## config.mk

```make
export PLATFORM = sky130hd
export DESIGN_NAME = vnorm_sq_lane
export DESIGN_NICKNAME = d
export VERILOG_FILES = /design/src/rtl/vnorm_pkg.sv /design/src/rtl/vnorm_sq_lane.sv
export SDC_FILE = /design/constraint.sdc
export NUM_CORES = 2
export LEC_CHECK = 0
export BUFFER_PORTS_ARGS = -buffer_cell sky130_fd_sc_hd__buf_2
export CORE_MARGIN = 2
export CORE_UTILIZATION = 40
export CTS_BUF_LIST = sky130_fd_sc_hd__clkbuf_8
export DETAILED_ROUTE_END_ITERATION = 6
export PLACE_DENSITY_LB_ADDON = 0.3
export SLEW_MARGIN = 25
export SYNTH_ARGS = -nofsm -noshare
export SYNTH_HDL_FRONTEND = slang
export SYNTH_SLANG_ARGS = --single-unit
```

## constraint.sdc

```tcl
create_clock -name i_clk -period 10.51 [get_ports i_clk]
set_input_delay 1.051 -clock i_clk [delete_from_list [all_inputs] [get_ports i_clk]]
set_output_delay 1.051 -clock i_clk [all_outputs]
set_load 0.03 [all_outputs]
```

## src/rtl/vnorm_pkg.sv

```systemverilog
`timescale 1ns / 1ps
`default_nettype none
package vnorm_pkg;

    // Component format
    localparam int CW          = 32;
    localparam int UNIT_FRAC   = 30;
    localparam int OUT_W       = 32;
    localparam int NUM_LANES   = 3;

    // Derived widths
    localparam int SW          = 2 * CW;        // sum of squares
    localparam int LEN_W       = CW;            // floored root
    localparam int QW          = UNIT_FRAC + 1; // quotient magnitude, up to 2^30

    // Pipeline depths
    localparam int SQRT_STAGES = LEN_W;
    localparam int DIV_STAGES  = QW;
    localparam int LAT         = 3 + SQRT_STAGES + DIV_STAGES + 1;

    typedef logic [CW-1:0]    t_mag;
    typedef logic [SW-1:0]    t_sq;
    typedef logic [LEN_W-1:0] t_len;

    typedef struct packed {
        logic signed [31:0] vec_x;
        logic signed [31:0] vec_y;
        logic signed [31:0] vec_z;
    } t_vec_req;

    typedef struct packed {
        logic signed [31:0] unit_x;
        logic signed [31:0] unit_y;
        logic signed [31:0] unit_z;
        logic        [31:0] vec_length;
        logic               zero_length;
    } t_vec_res;

endpackage
`default_nettype wire

```

## src/rtl/vnorm_sq_lane.sv

```systemverilog
`timescale 1ns / 1ps
`default_nettype none
module vnorm_sq_lane (
    input  wire logic          i_clk,
    input  wire logic [31:0]   i_raw,
    output vnorm_pkg::t_mag    o_mag,
    output logic               o_neg,
    output vnorm_pkg::t_sq     o_sq
);
    import vnorm_pkg::*;

    t_mag v;
    t_mag r_mag1, r_mag2;
    logic r_neg1, r_neg2;
    t_sq  r_sq;

    assign v = i_raw[CW-1:0];

    // Stage 1: magnitude and sign
    always_ff @(posedge i_clk) begin
        r_neg1 <= v[CW-1];
        r_mag1 <= v[CW-1] ? (~v + t_mag'(1)) : v;
    end

    // Stage 2: square
    always_ff @(posedge i_clk) begin
        r_sq   <= SW'(r_mag1) * SW'(r_mag1);
        r_mag2 <= r_mag1;
        r_neg2 <= r_neg1;
    end

    assign o_mag = r_mag2;
    assign o_neg = r_neg2;
    assign o_sq  = r_sq;
endmodule
`default_nettype wire

```

==> results.md <==
- Run status: completed
- Fraction of layout cells with a size suffix above 1: about 7%
- Syn Inst Count: between 3000 and 4000
- Critical-path top delay cell: dfxtp_1
- Post-synth top cells: inv_1 (973), fa_1 (792), nand2_1 (309)
- Cell family with most CP delay: adder cells
- Cts repair resizes: 0
- Routed wire length: 88300 um
- CTS tree: done
- Starting Density: roughly two fifths
- Die area: about 84000 um2
- Worst Hold Class: flop to flop
- Crit path DAT: 9720 ps
- Gpl congestion: 0.906
- Post-route setup TNS: 0 ps
- Netlist cell types: 61
- Top cell type's share of synthesized area: 48.2%
- Final Skew: ~28 ps
- Synth area leaders: fa_1 (48%), ha_1 (11%), inv_1 (11%)
- Post-synth EDFFs: 0
- CTS Hold Bufs: 0
- Worst-Skew Late Latency: 480 ps
- Total grt overflow: 0
- Final ANT Viol Nets: 0
- R2R depth: 26
- Max Fanout on Critical Path: 24
- Post-CTS Setup Repair Bufs: 0
- Avg Inst Size Synth: 9.50 um2
- Iter 0 DRT Violations: ~1200
- Most frequent CP cell: fa_1
- Drt wl/cell: 19.2 um
- HPWL Detailed: ~73000 um
- Sequential area share after synthesis: under 10%
- Required @ worst endpoint: roughly 11000 ps
- Max cap viols: 0
- Vias in the first global route: 24800
- Final hold vios: 0
- Worst-margin pin slew: 1110 ps
- Seq cells post-synth: approximately 130
- Crit path depth: 26
- Ys async rst share: 0%
- Inserted Clock Buffers: 17
- First-pass GRT wire length: approximately 140000 um
- Crit end category: flop
- Top-count cell post-synth: inv_1
- GRT Total Usage: approximately 22%
- # rows: 105
- Hold Path Cell Cnt: 0
- Core area: ~80000 um2
- Htree depth: 4
- CTS Sinks: 128
- Highest clock rate: 107 MHz
- Fin crit period: about 9400 ps
- Buffers added on ports: 128
- Worst-path clk slew: 100 ps
- # IOs: between 100 and 150
- YS warnings: 0
- Cell area after layout: 35100 um2
- Synth Flop Type: dfxtp_1
- Synthesized cell area: approximately 33000 um2
- Die width: 291 um
- DRC violations left: 0
- DRT Pass-1 Iters: 5
- Post-synth top area cell: fa_1
- Area Growth Syn to Fin: 6.84%
- Vias: around 23000
- Startpoint types: flop
- Root Driver: clkbuf_8
- Synth Net Count: approximately 4600
- Tcrit/Tclk final: between 80 and 90%
- Pins Over Slew Limit: 0
- Initial antenna violation count: 3
- Unrepaired setup endpoints after global routing: no
- Buf/Inv on CP: 7
- Final Setup Violations: 0
- Largest net degree at the start of global routing: 36
- Dpl cell area: ~35000 um2
- Post-layout nets: roughly 4600
- Via density: about 4.9
- Slew margin rel.: 26.1%
- CP max stage delay: 940 ps
- Vert. Die Dim: a little under 300 um
- Critical path class: flop to flop
- Clock Tree Buf Depth: 2
[per-stage QoR]
step,instances,hold WS [ps],setup slack [ps],util [%]
finish,4603,340,1160,43.0
global route,4599,356,904,43.0
CTS,4598,342,1300,43.0
detailed placement,4566,314,1340,42.4
global placement,4566,313,1050,42.4
floorplan,3458,310,2830,-
[final timing paths]
check / startpoint / endpoint / slack, ps
min reg2reg: r_neg1 / o_neg / 340
max: r_mag1[2] / o_sq[63] / 1160
max reg2reg: r_mag1[2] / o_sq[63] / 1160
min: r_neg1 / o_neg / 340
[routing by layer]
layer / part of all wire (%) / vias up / global-route usage, %
met1: 42 / 11700 / 28.5
met5: 0 / - / 0
met2: 50 / 567 / 38.0
met4: 2.8 / 0 / 5.72
met3: 4.4 / 118 / 2.49
li1: - / 10300 / -
[final cells by class]
| type | count | area [um2] |
|---|---|---|
| Antenna cell | 5 | 12.5 |
| Clock buffer | 17 | 234 |
| Clock inverter | 15 | 198 |
| Fill cell | 8100 | 46600 |
| Inverter | 974 | 3660 |
| Multi-Input combinational cell | 2221 | 26100 |
| Sequential cell | 128 | 2570 |
| Tap cell | 1070 | 1340 |
| Timing Repair Buffer | 173 | 978 |
[worst register-to-register path, stage by stage, from the launching register on]
cell       delay (ps)
dfxtp_1           940
buf_4             470
nand2_1           140
fa_1              500
inv_1              80
fa_1              510
inv_1              60
fa_1              480
fa_1              540
inv_1              50
fa_1              500
inv_1              50
fa_1              530
inv_1              50
fa_1              510
fa_1              440
ha_1              440
a21oi_1           290
o21a_1            200
o221a_2           210
nor3_1             50
a2111oi_1         900
o21ai_0           230
buf_4             240
a211oi_1          500
o21ai_0           210
xnor2_1           160
[sequential cells by signal, indices dropped and copies added (netlist names)]
name,cells
r_neg1,1
o_mag,31
o_neg,1
r_mag1,32
o_sq,63
[kinds of logic (layout without fill, tap and decap cells)]
group	after synthesis	count (layout)	share of synthesized area [%]
compound gates	276	276	5.36
xor+xnor	128	128	3.41
fa+ha+maj	1094	1094	59.7
buf+inv	1109	1179	12.7
flops	128	128	7.80
mux	6	6	0.190
other cells	1	6	0.0114
simple gates	716	716	10.8
[placed cells by master (no fill, tap or decap), types with 6 or more instances in the layout]
cell	synthesis	routed
xnor2_1	79	79
or2_2	9	9
nor2_1	69	69
nand2_1	309	309
o31ai_1	6	6
clkbuf_8	0	17
o21bai_1	18	18
a21oi_1	98	98
buf_2	3	128
a211oi_1	8	8
fa_1	792	792
and2_1	234	234
o21ai_0	49	49
xor2_1	49	49
buf_4	2	45
nor3_1	13	13
a31o_2	12	12
inv_1	973	973
a21o_1	33	33
a31oi_1	12	12
ha_1	302	302
dfxtp_1	128	125
nand4_1	18	18
nor2b_1	14	14
nand3_1	19	19
Power is left out: the tool's default activity adds up to more than one toggle a clock period on the data nets, which glitch-free logic cannot reach.
