File: src/rtl/vnorm_pkg.sv
`timescale 1ns / 1ps
`default_nettype none
package vnorm_pkg;

    // Component format
    localparam int CW          = 32;
    localparam int UNIT_FRAC   = 30;
    localparam int OUT_W       = 32;
    localparam int NUM_LANES   = 3;

    // Derived widths
    localparam int SW          = 2 * CW;        // sum of squares
    localparam int LEN_W       = CW;            // floored root
    localparam int QW          = UNIT_FRAC + 1; // quotient magnitude, up to 2^30

    // Pipeline depths
    localparam int SQRT_STAGES = LEN_W;
    localparam int DIV_STAGES  = QW;
    localparam int LAT         = 3 + SQRT_STAGES + DIV_STAGES + 1;

    typedef logic [CW-1:0]    t_mag;
    typedef logic [SW-1:0]    t_sq;
    typedef logic [LEN_W-1:0] t_len;

    typedef struct packed {
        logic signed [31:0] vec_x;
        logic signed [31:0] vec_y;
        logic signed [31:0] vec_z;
    } t_vec_req;

    typedef struct packed {
        logic signed [31:0] unit_x;
        logic signed [31:0] unit_y;
        logic signed [31:0] unit_z;
        logic        [31:0] vec_length;
        logic               zero_length;
    } t_vec_res;

endpackage
`default_nettype wire

File: src/rtl/vnorm_div_lane.sv
`timescale 1ns / 1ps
`default_nettype none
module vnorm_div_lane (
    input  wire logic               i_clk,
    input  wire vnorm_pkg::t_mag    i_mag,
    input  wire logic               i_neg,
    input  wire vnorm_pkg::t_len    i_len,
    output logic signed [31:0]      o_unit
);
    import vnorm_pkg::*;

    logic [CW-1:0]    r_rem [DIV_STAGES];
    logic [QW-1:0]    r_q   [DIV_STAGES];
    logic [LEN_W-1:0] r_len [DIV_STAGES];
    logic             r_neg [DIV_STAGES];
    logic [OUT_W-1:0] qx;

    // Restoring division, one quotient bit per stage, MSB first
    for (genvar s = 0; s < DIV_STAGES; s++) begin : g_stage
        logic [CW:0]      t;
        logic [CW:0]      diff;
        logic [QW-1:0]    q_in;
        logic [LEN_W-1:0] len_in;
        logic             neg_in;
        logic             ge;

        if (s == 0) begin : g_first
            assign t      = {1'b0, i_mag};
            assign q_in   = '0;
            assign len_in = i_len;
            assign neg_in = i_neg;
        end else begin : g_next
            assign t      = {r_rem[s-1], 1'b0};
            assign q_in   = r_q[s-1];
            assign len_in = r_len[s-1];
            assign neg_in = r_neg[s-1];
        end

        assign ge   = (t >= {1'b0, len_in});
        assign diff = t - {1'b0, len_in};

        always_ff @(posedge i_clk) begin
            r_rem[s] <= ge ? diff[CW-1:0] : t[CW-1:0];
            r_q[s]   <= {q_in[QW-2:0], ge};
            r_len[s] <= len_in;
            r_neg[s] <= neg_in;
        end
    end

    // Apply sign
    assign qx     = OUT_W'(r_q[DIV_STAGES-1]);
    assign o_unit = r_neg[DIV_STAGES-1] ? signed'(~qx + OUT_W'(1)) : signed'(qx);
endmodule
`default_nettype wire

File: config.mk
export PLATFORM = sky130hd
export DESIGN_NAME = vnorm_div_lane
export DESIGN_NICKNAME = d
export VERILOG_FILES = /design/src/rtl/vnorm_pkg.sv /design/src/rtl/vnorm_div_lane.sv
export SDC_FILE = /design/constraint.sdc
export NUM_CORES = 2
export LEC_CHECK = 0
export ABC_CLOCK_PERIOD_IN_PS = 7200
export BUFFER_PORTS_ARGS = -buffer_cell sky130_fd_sc_hd__clkbuf_2
export CORE_UTILIZATION = 30
export CTS_CLUSTER_DIAMETER = 40
export CTS_CLUSTER_SIZE = 28
export DETAILED_ROUTE_END_ITERATION = 12
export SLEW_MARGIN = 20
export SYNTH_ARGS = -nofsm -noshare
export SYNTH_HDL_FRONTEND = slang
export SYNTH_SLANG_ARGS = --single-unit
File: constraint.sdc
create_clock -name i_clk -period 7.2 [get_ports i_clk]
set_input_delay 0 -clock i_clk [delete_from_list [all_inputs] [get_ports i_clk]]
set_output_delay 0 -clock i_clk [all_outputs]
set_load 0.005 [all_outputs]
==> results.cfg <==
[status]
status = finished, final reports clean

[power_and_ir_drop]
combPwrFrac = 0.460
peakVddDrop_mv = 0.209
p_switching_uw = 27200
power_leakage_uw = 0.0610
p_int_uw = 43500
sw_frac_of_total = 0.384
pwr_density_cell_nw_per_um2 = 529
pwr-share-seq = 0.294
pwr-share-clk = 0.246

[yosys]
synth_top_family_by_area = compound AO/OA/AOI/OAI gates
synth_fa_ha_area_frac = 0.114
ys.warnings.count = 0
yosysTopAreaCell = dfxtp_1
synth_compound_area_frac = 0.183
ys_seq_area_frac = 0.430
ys.flop_type = dfxtp_1
synth_cells = 12400
yosys.area_share.simple = 0.116
syn_area_sq_um = 114000
synth_xor_xnor_area_share = 0.0621
synth-edff-count = 0
syn_nets = 13500
ys_types = 88
async_flop_share = 0
synth.area.mux_share = 0.0422
synth.area.top_cells = dfxtp_1 (43%), ha_1 (11%), a21oi_1 (4.5%)
syn_avg_cell_area_sq_um = 9.20
yosysTopAreaCellShare = 0.430
synth_seq_cells = 2447

[sta]
finalSetupTns_ns = 0
drv_slew = 0
finalSetupViolations = 0
rsz0062_at_grt = no
post-route-min-period_ns = 4.78
tightest_slew_ns = 1.14
hold_viol = 0
finalClockSkew_ns = 0.0550
fin_crit_sh = 0.663
fmax_mhz = 209
relSlewSlack = 0.235

[min_path]
hp-class = input pin to flop

[grt]
grt_pass1_vias = 81400
gr-total-overflow = 0
grt_use_total = 0.136
grt_start_max_net_pins = 63
antenna_found_initial = 5
grt_pass1_wl_um = 430000

[detailed_routing]
vias_per_cell = 4.74
drc = 0
wirelength_um = 268000
drtIter0Drc = 5661
drtPass1Iterations = 6
vias = 85400
ant_nets = 0
wire_per_inst_um = 14.9

[clock_network]
clockBufferDepth = 4
path_clk_slew_ns = 0.06
clock_sinks = 2447
clk_latency_ns = 0.91
root_buffer = clkbuf_16
cts_buffers = 346
cts_tree = done
ctsHoldBuffers = 157
cts_resized = 0
h-tree-depth = 5
cts_setup_buffers = 0

[floorplan]
rows = 226
dieArea_sq_um = 382000
fp.dieH_um = 618
num_io_pins = 98
core_area_sq_um = 379000
initial_core_util = 0.301
die_x_um = 618

[critical_path]
arrival_ns = 5.55
worstSetupEndpointType = flop
path_max_fanout = 48
reg2reg_setup_slack_ns = 2.50
required_ns = 7.98
startpoint_type = input pin
worst-setup-path-type = input pin to flop

[flow_run]
drv_cap = 0

[placement]
io_buffers = 97
dpl.hpwl_um = 207000
placed_cell_area_sq_um = 120000
place_congestion = 0.891

[layout]
final_cell_area_sq_um = 134000
area_growth_pct = 17.3
final_nets = 13800
drive_above_1_share = 0.0956
layout_commonest_cell = dfxtp_1
final_cell_mix = dfxtp_1 (2446), inv_1 (1277), a21oi_1 (1020), ha_1 (992), nand2_1 (873)
cells in the mapped netlist, types with 17 or more instances:
cell and instances:
a211o_1 37, a211oi_1 73, a21boi_0 44, a21o_1 536
a21oi_1 1027, a221oi_1 17, a311oi_1 28, a31o_2 26
a31oi_1 94, a41oi_1 26, and2_1 54, and3_1 82
and4_1 40, buf_2 28, clkbuf_1 286, dfxtp_1 2447
fa_1 30, ha_1 992, inv_1 1277, mux2_2 367
mux2_4 27, mux2i_1 23, nand2_1 874, nand2b_1 140
nand3_1 175, nand4_1 163, nor2_1 692, nor2b_1 205
nor3_1 167, nor4_1 34, o211ai_1 53, o21a_1 156
o21ai_0 779, o21bai_1 122, o31a_1 26, o31ai_1 70
o41ai_1 18, or2_2 32, or3_1 42, xnor2_1 486
xor2_1 322
cell type report:
cell class | instances | area, sq um
fill | 38200 | 245000
sequential | 2447 | 49000
multi-input combinational | 8342 | 59100
clock inverter | 238 | 2920
antenna | 3 | 7.51
clock buffer | 401 | 9260
inverter | 1278 | 4800
tap | 5016 | 6280
timing repair buffer | 286 | 2320
worst paths after layout:
kind / startpoint / end / cells after the start
max: i_len[0] / r_rem[0][6] / 17
min: i_mag[29] / r_rem[0][29] / 5
max reg2reg: r_len[0][65] / r_rem[0][100] / 14
min reg2reg: r_q[1][355] / r_q[1][387] / 0
flip-flops by register name, summed over array words and instances (netlist names):
register / cells
r_len: 960
r_rem: 960
r_q: 496
r_neg: 31
critical path, cell delays in order:
cell	delay, ns
dlygate4sd3_1	0.54
clkbuf_2	0.11
dlygate4sd3_1	0.58
ha_1	0.22
fa_1	0.41
nor2b_1	0.17
o31a_1	0.22
o21ai_0	0.19
a31oi_1	0.36
a41o_1	0.29
nor4_1	0.10
o31a_1	0.34
o21bai_1	0.22
a221o_2	0.33
buf_4	0.48
mux2_2	0.39
dlygate4sd3_1	0.55
routing by layer:
metal,GRT usage,vias to the layer above,share of wire
met5,0,-,0
met2,0.222,1802,0.45
met3,0.0226,409,0.053
met1,0.185,39500,0.48
li1,-,43700,-
met4,0.0357,0,0.024
through the flow:
stage / util / worst slack (ns) / std cells / hold WS [ns] / total power (uW)
floorplan: - / 3.70 / 12400 / 0.0277 / 45600
global route: 0.353 / 2.03 / 18000 / 0.177 / 76100
global placement: 0.317 / 2.47 / 17200 / 0.107 / 52900
detailed placement: 0.317 / 2.58 / 17200 / 0.108 / 53100
finish: 0.353 / 2.42 / 18000 / 0.200 / 70700
CTS: 0.353 / 2.12 / 18000 / 0.0909 / 71100
cell families (layout without fill, tap and decap cells):
logic type / count (synthesis) / count (layout)
AO/OA/AOI/OAI: 3326 / 3326
XOR/XNOR: 808 / 808
adder cells (fa/ha/maj): 1022 / 1022
buffers and inverters: 1605 / 2203
flip-flops: 2447 / 2447
multiplexers: 421 / 421
other: 0 / 3
AND/OR/NAND/NOR: 2765 / 2765
power groups by stage:
stage / registers, uW / clock network, uW / logic (uW)
after global placement: 21200 / 0 / 31700
after global routing: 21200 / 18500 / 36400
final: 20800 / 17400 / 32500
after CTS: 20900 / 17900 / 32300
after detailed placement: 21100 / 0 / 31900
after floorplan: 19900 / 0 / 25700
No activity file was read; power rests on OpenSTA's default activity.
