## config.mk

```make
export PLATFORM = sky130hd
export DESIGN_NAME = vnorm_isqrt
export DESIGN_NICKNAME = d
export VERILOG_FILES = /design/src/rtl/vnorm_pkg.sv /design/src/rtl/vnorm_isqrt.sv
export SDC_FILE = /design/constraint.sdc
export NUM_CORES = 2
export LEC_CHECK = 0
export BUFFER_PORTS_ARGS = -buffer_cell sky130_fd_sc_hd__buf_4
export CAP_MARGIN = 20
export CORE_ASPECT_RATIO = 1.1
export CORE_MARGIN = 1.5
export CORE_UTILIZATION = 45
export DETAILED_ROUTE_END_ITERATION = 10
export SETUP_SLACK_MARGIN = 0.5
export SKIP_LAST_GASP = 1
export SLEW_MARGIN = 20
export SYNTH_ARGS = -nofsm -noshare
export SYNTH_HDL_FRONTEND = slang
export SYNTH_MEMORY_MAX_BITS = 65536
export SYNTH_SLANG_ARGS = --single-unit
export TNS_END_PERCENT = 20
```

## constraint.sdc

```tcl
create_clock -name i_clk -period 4.15 [get_ports i_clk]
set_input_delay 0.2075 -clock i_clk [delete_from_list [all_inputs] [get_ports i_clk]]
set_output_delay 0.2075 -clock i_clk [all_outputs]
set_load 0.03 [all_outputs]
```

## src/rtl/vnorm_pkg.sv

```systemverilog
`timescale 1ns / 1ps
`default_nettype none
package vnorm_pkg;

    // Component format
    localparam int CW          = 32;
    localparam int UNIT_FRAC   = 30;
    localparam int OUT_W       = 32;
    localparam int NUM_LANES   = 3;

    // Derived widths
    localparam int SW          = 2 * CW;        // sum of squares
    localparam int LEN_W       = CW;            // floored root
    localparam int QW          = UNIT_FRAC + 1; // quotient magnitude, up to 2^30

    // Pipeline depths
    localparam int SQRT_STAGES = LEN_W;
    localparam int DIV_STAGES  = QW;
    localparam int LAT         = 3 + SQRT_STAGES + DIV_STAGES + 1;

    typedef logic [CW-1:0]    t_mag;
    typedef logic [SW-1:0]    t_sq;
    typedef logic [LEN_W-1:0] t_len;

    typedef struct packed {
        logic signed [31:0] vec_x;
        logic signed [31:0] vec_y;
        logic signed [31:0] vec_z;
    } t_vec_req;

    typedef struct packed {
        logic signed [31:0] unit_x;
        logic signed [31:0] unit_y;
        logic signed [31:0] unit_z;
        logic        [31:0] vec_length;
        logic               zero_length;
    } t_vec_res;

endpackage
`default_nettype wire

```

## src/rtl/vnorm_isqrt.sv

```systemverilog
`timescale 1ns / 1ps
`default_nettype none
module vnorm_isqrt (
    input  wire logic            i_clk,
    input  wire vnorm_pkg::t_sq  i_sum,
    output vnorm_pkg::t_len      o_root
);
    import vnorm_pkg::*;

    localparam int RW = CW + 2;

    logic [RW-1:0]    r_rem  [SQRT_STAGES];
    logic [LEN_W-1:0] r_root [SQRT_STAGES];
    logic [SW-1:0]    r_rad  [SQRT_STAGES];

    // One root bit per stage, two radicand bits consumed
    for (genvar s = 0; s < SQRT_STAGES; s++) begin : g_stage
        logic [RW-1:0]    rem_in;
        logic [LEN_W-1:0] root_in;
        logic [SW-1:0]    rad_in;
        logic [RW+1:0]    cur, trial, diff;
        logic             ge;

        if (s == 0) begin : g_first
            assign rem_in  = '0;
            assign root_in = '0;
            assign rad_in  = i_sum;
        end else begin : g_next
            assign rem_in  = r_rem[s-1];
            assign root_in = r_root[s-1];
            assign rad_in  = r_rad[s-1];
        end

        assign cur   = {rem_in, rad_in[SW-1:SW-2]};
        assign trial = {2'b00, root_in, 2'b01};
        assign diff  = cur - trial;
        assign ge    = (cur >= trial);

        always_ff @(posedge i_clk) begin
            r_rem[s]  <= ge ? diff[RW-1:0] : cur[RW-1:0];
            r_root[s] <= {root_in[LEN_W-2:0], ge};
            r_rad[s]  <= {rad_in[SW-3:0], 2'b00};
        end
    end

    assign o_root = r_root[SQRT_STAGES-1];
endmodule
`default_nettype wire

```

==> reports/qor.yml <==
status:
  status: "complete, no violations"
timing:
  fmax_ghz: 0.2879
  clock_skew_ns: 0.07012
  setup_viol: 0
  fin_crit_sh: 0.8371
  hold_viol: 0
  fin_crit_ns: 3.474
  maxSlewViolCount: 0
  relSlewSlack: 0.3436
  tightestPinTransition_ns: 0.9709
  setup_tns_ns: 0
  rsz0062_at_grt: "true"
setup_path:
  path_max_fanout: 5
  cp.required_ns: 4.91
  max_stage_delay_ns: 0.52
  cp-start-kind: "flip-flop"
  cp_slowest_cell: "a2111o_1"
  worst_ep_arrival_time_ns: 4.23
  cp_cell_sequence: "nor4_1, nand4_1, nor3_1, a31oi_1, and2_1, a2111o_1, or3b_1, or3_1, xnor2_1"
  path_class: "flip-flop to flip-flop"
  end_kind: "flip-flop"
detailed_routing:
  postRouteAntennaNets: 0
  drtIter0Drc: 3058
  drc: 0
  dr_total_vias: 62979
  wl_per_cell_um: 16.25
  dr.pass1.iters: 7
  via_per_inst: 5.086
  postRouteWirelength_mm: 201.2
die:
  core_area_mm2: 0.2042
  die_w_um: 435.2
  num_rows: 174
  num_io_pins: 97
  start_util: 0.4528
  die_h_um: 478.4
  die_area_mm2: 0.2082
placed_design:
  port_buffers: 96
  place.gp.congestion: 0.8807
  place_area_mm2: 0.09631
  dp_hpwl_mm: 154.1
cells_and_area:
  nNetsFinal: 10074
  final_common_cell: "dfxtp_1"
  final_cell_mix: "2,523 x dfxtp_1, 703 x inv_1, 650 x nand2_1"
  fillers: 18483
  syn_to_final_growth_pct: 14.91
  final_cell_area_mm2: 0.1062
  drive_above_1_share: 0.07438
synthesis:
  ys_seq_elements: 2523
  yosys_warnings: 0
  yosysTopAreaCell: "dfxtp_1"
  synth_simple_gate_area_frac: 0.1269
  async_reset_ff_frac: 0
  synth_xor_area_frac: 0.07995
  synth_nets: 9746
  syn-cell-area_mm2: 0.09246
  synth.area.top_cells: "dfxtp_1 55%, ha_1 7.6%, xnor2_1 4.1%, xor2_1 3.9%, a21oi_1 3.0%"
  synthAdderAreaFrac: 0.07605
  synth_edf_count: 0
  synth_top_family_by_area: "simple AND/OR/NAND/NOR gates"
  synth_mux_area_frac: 0.01221
  ys_types: 95
  syn_area_per_cell_um2: 10.14
  netlist.area_leader.share: 0.5463
  ys.flop_type: "dfxtp_1"
  syn_inst: 9119
  synth.yosys.seq_area_share: 0.5463
  synth_compound_area_frac: 0.1221
power:
  ir_drop_mv: 0.4540
  p_comb_frac: 0.158
  internal_power_uw: 46250
  pwr_density_cell_mw_per_mm2: 606.7
  power_frac_seq: 0.487
  switchingPower_uw: 18210
  p_clk_frac: 0.356
  p_sw_frac: 0.2824
  leakage_uw: 0.04909
global_routing:
  grt_max_degree: 58
  grt_pass1_wl_mm: 322.1
  grt_pass1_vias: 62272
  antenna_found_initial: 2
  grt-ovfl-total: 0
  grtUsageTotal: 0.1902
cts:
  post_cts_buffers: 0
  htree_levels: 4
  clock_latency_ns: 0.92
  clockRootBuffer: "clkbuf_16"
  cts_made_buffers: 239
  path_clk_slew_ns: 0.06
  clockBufferDepth: 3
  numClockSinks: 2523
  cts_tree: "done"
worst_hold_path:
  hold_class: "input pin to flip-flop"
run:
  max_cap_violations: 0
## power groups by stage
| stage | Combinational (uW) | Sequential (uW) | Clock, uW |
|---|---|---|---|
| 2_1_floorplan | 7920 | 30600 | 0 |
| 3_3_place_gp | 9950 | 31900 | 0 |
| 3_5_place_dp | 10100 | 31900 | 0 |
| 4_1_cts | 10200 | 31400 | 23600 |
| 5_1_grt | 11400 | 31800 | 24600 |
| 6_report | 10200 | 31400 | 22900 |
## state kept, by name, summed over array words and instances (netlist names)
name	cells
r_rad	992
r_rem	1003
r_root	528
## layer usage
layer / global-route usage / wire length [um] / share of wire
met4: 0.07661 / 7492 / 0.037
met2: 0.3509 / 102600 / 0.51
met3: 0.02522 / 6851 / 0.034
met1: 0.2203 / 84240 / 0.42
met5: 0 / 0 / 0
## cell families (layout without fill, tap and decap cells)
| logic type | count (synthesis) | in the layout |
|---|---|---|
| and+or+nand+nor | 2370 | 2370 |
| DFF | 2523 | 2523 |
| buffers and inverters | 891 | 1425 |
| xor gates and xnor gates | 844 | 844 |
| adders and majority gates | 562 | 562 |
| muxes | 102 | 102 |
| AOI/OAI and AO/OA | 1826 | 1826 |
| other | 1 | 3 |
## cell type report
type	count	area, um^2	area share
repair buffers	269	2362	0.02223
inverters	709	2661	0.02505
flip-flops and latches	2523	50510	0.4754
well taps	2728	3413	0.03213
multi-input cells	5705	38660	0.3639
clock inverters	114	1775	0.01671
clock buffers	333	6854	0.06451
diodes	2	5.005	0.00004711
## synth_stat cells (17+ instances only)
master	n
or3_1	90
a21o_1	202
nor3b_1	23
nand2_1	651
o21ai_0	446
o211ai_1	48
mux2_2	74
a31oi_1	64
nor3_1	227
nor2b_1	76
dfxtp_1	2523
a21oi_1	562
a211oi_1	59
nand3_1	148
o21bai_1	46
and2_1	33
nor2_1	535
o31ai_1	55
o21ai_1	40
nor4_1	117
o21a_1	89
or2_2	46
nand3b_1	30
nand4_1	104
nand2b_1	106
or4_1	60
inv_1	703
clkbuf_1	159
xor2_1	407
a2111oi_0	17
xnor2_1	437
and3_1	59
ha_1	562
## metrics by stage
| stage | setup WS, ns | instances | total power (uW) | hold slack (ns) | utilization |
|---|---|---|---|---|---|
| final | 0.6762 | 12383 | 64450 | 0.06201 | 0.5203 |
| after global routing | 0.3356 | 12382 | 67890 | 0.01972 | 0.5202 |
| after CTS | 0.5144 | 12381 | 65300 | 0.0007987 | 0.5201 |
| after detailed placement | 0.5705 | 11807 | 42010 | 0.3121 | 0.4716 |
| after global placement | 0.6645 | 11807 | 41850 | 0.3096 | 0.4716 |
| after floorplan | 1.022 | 9119 | 38520 | 0.2352 | - |
## path summary, 6_finish.rpt
check / from / end / slack [ns] / cells after the start
setup / recovery: r_rem[0][365] / r_rem[0][401] / 0.68 / 9
hold / removal: i_sum[30] / r_rad[0][30] / 0.06 / 2
setup reg to reg: r_rem[0][365] / r_rem[0][401] / 0.68 / 9
hold reg to reg: r_rad[0][664] / r_rad[0][728] / 0.30 / 0
## repair_timing
item	in CTS	in global routing
hold buffers	127	0
hold endpoints to repair	65	0
endpoints found under the setup margin	0	33
gates resized for setup	0	4
## critical path: cells and delay by family (launching register included)
| kind | cells | cell delay, ns |
|---|---|---|
| xor+xnor | 1 | 0.13 |
| flops | 1 | 0.32 |
| simple gates | 6 | 2.16 |
| compound gates | 2 | 0.69 |
Note: power is estimated with default switching activity, not from simulation.
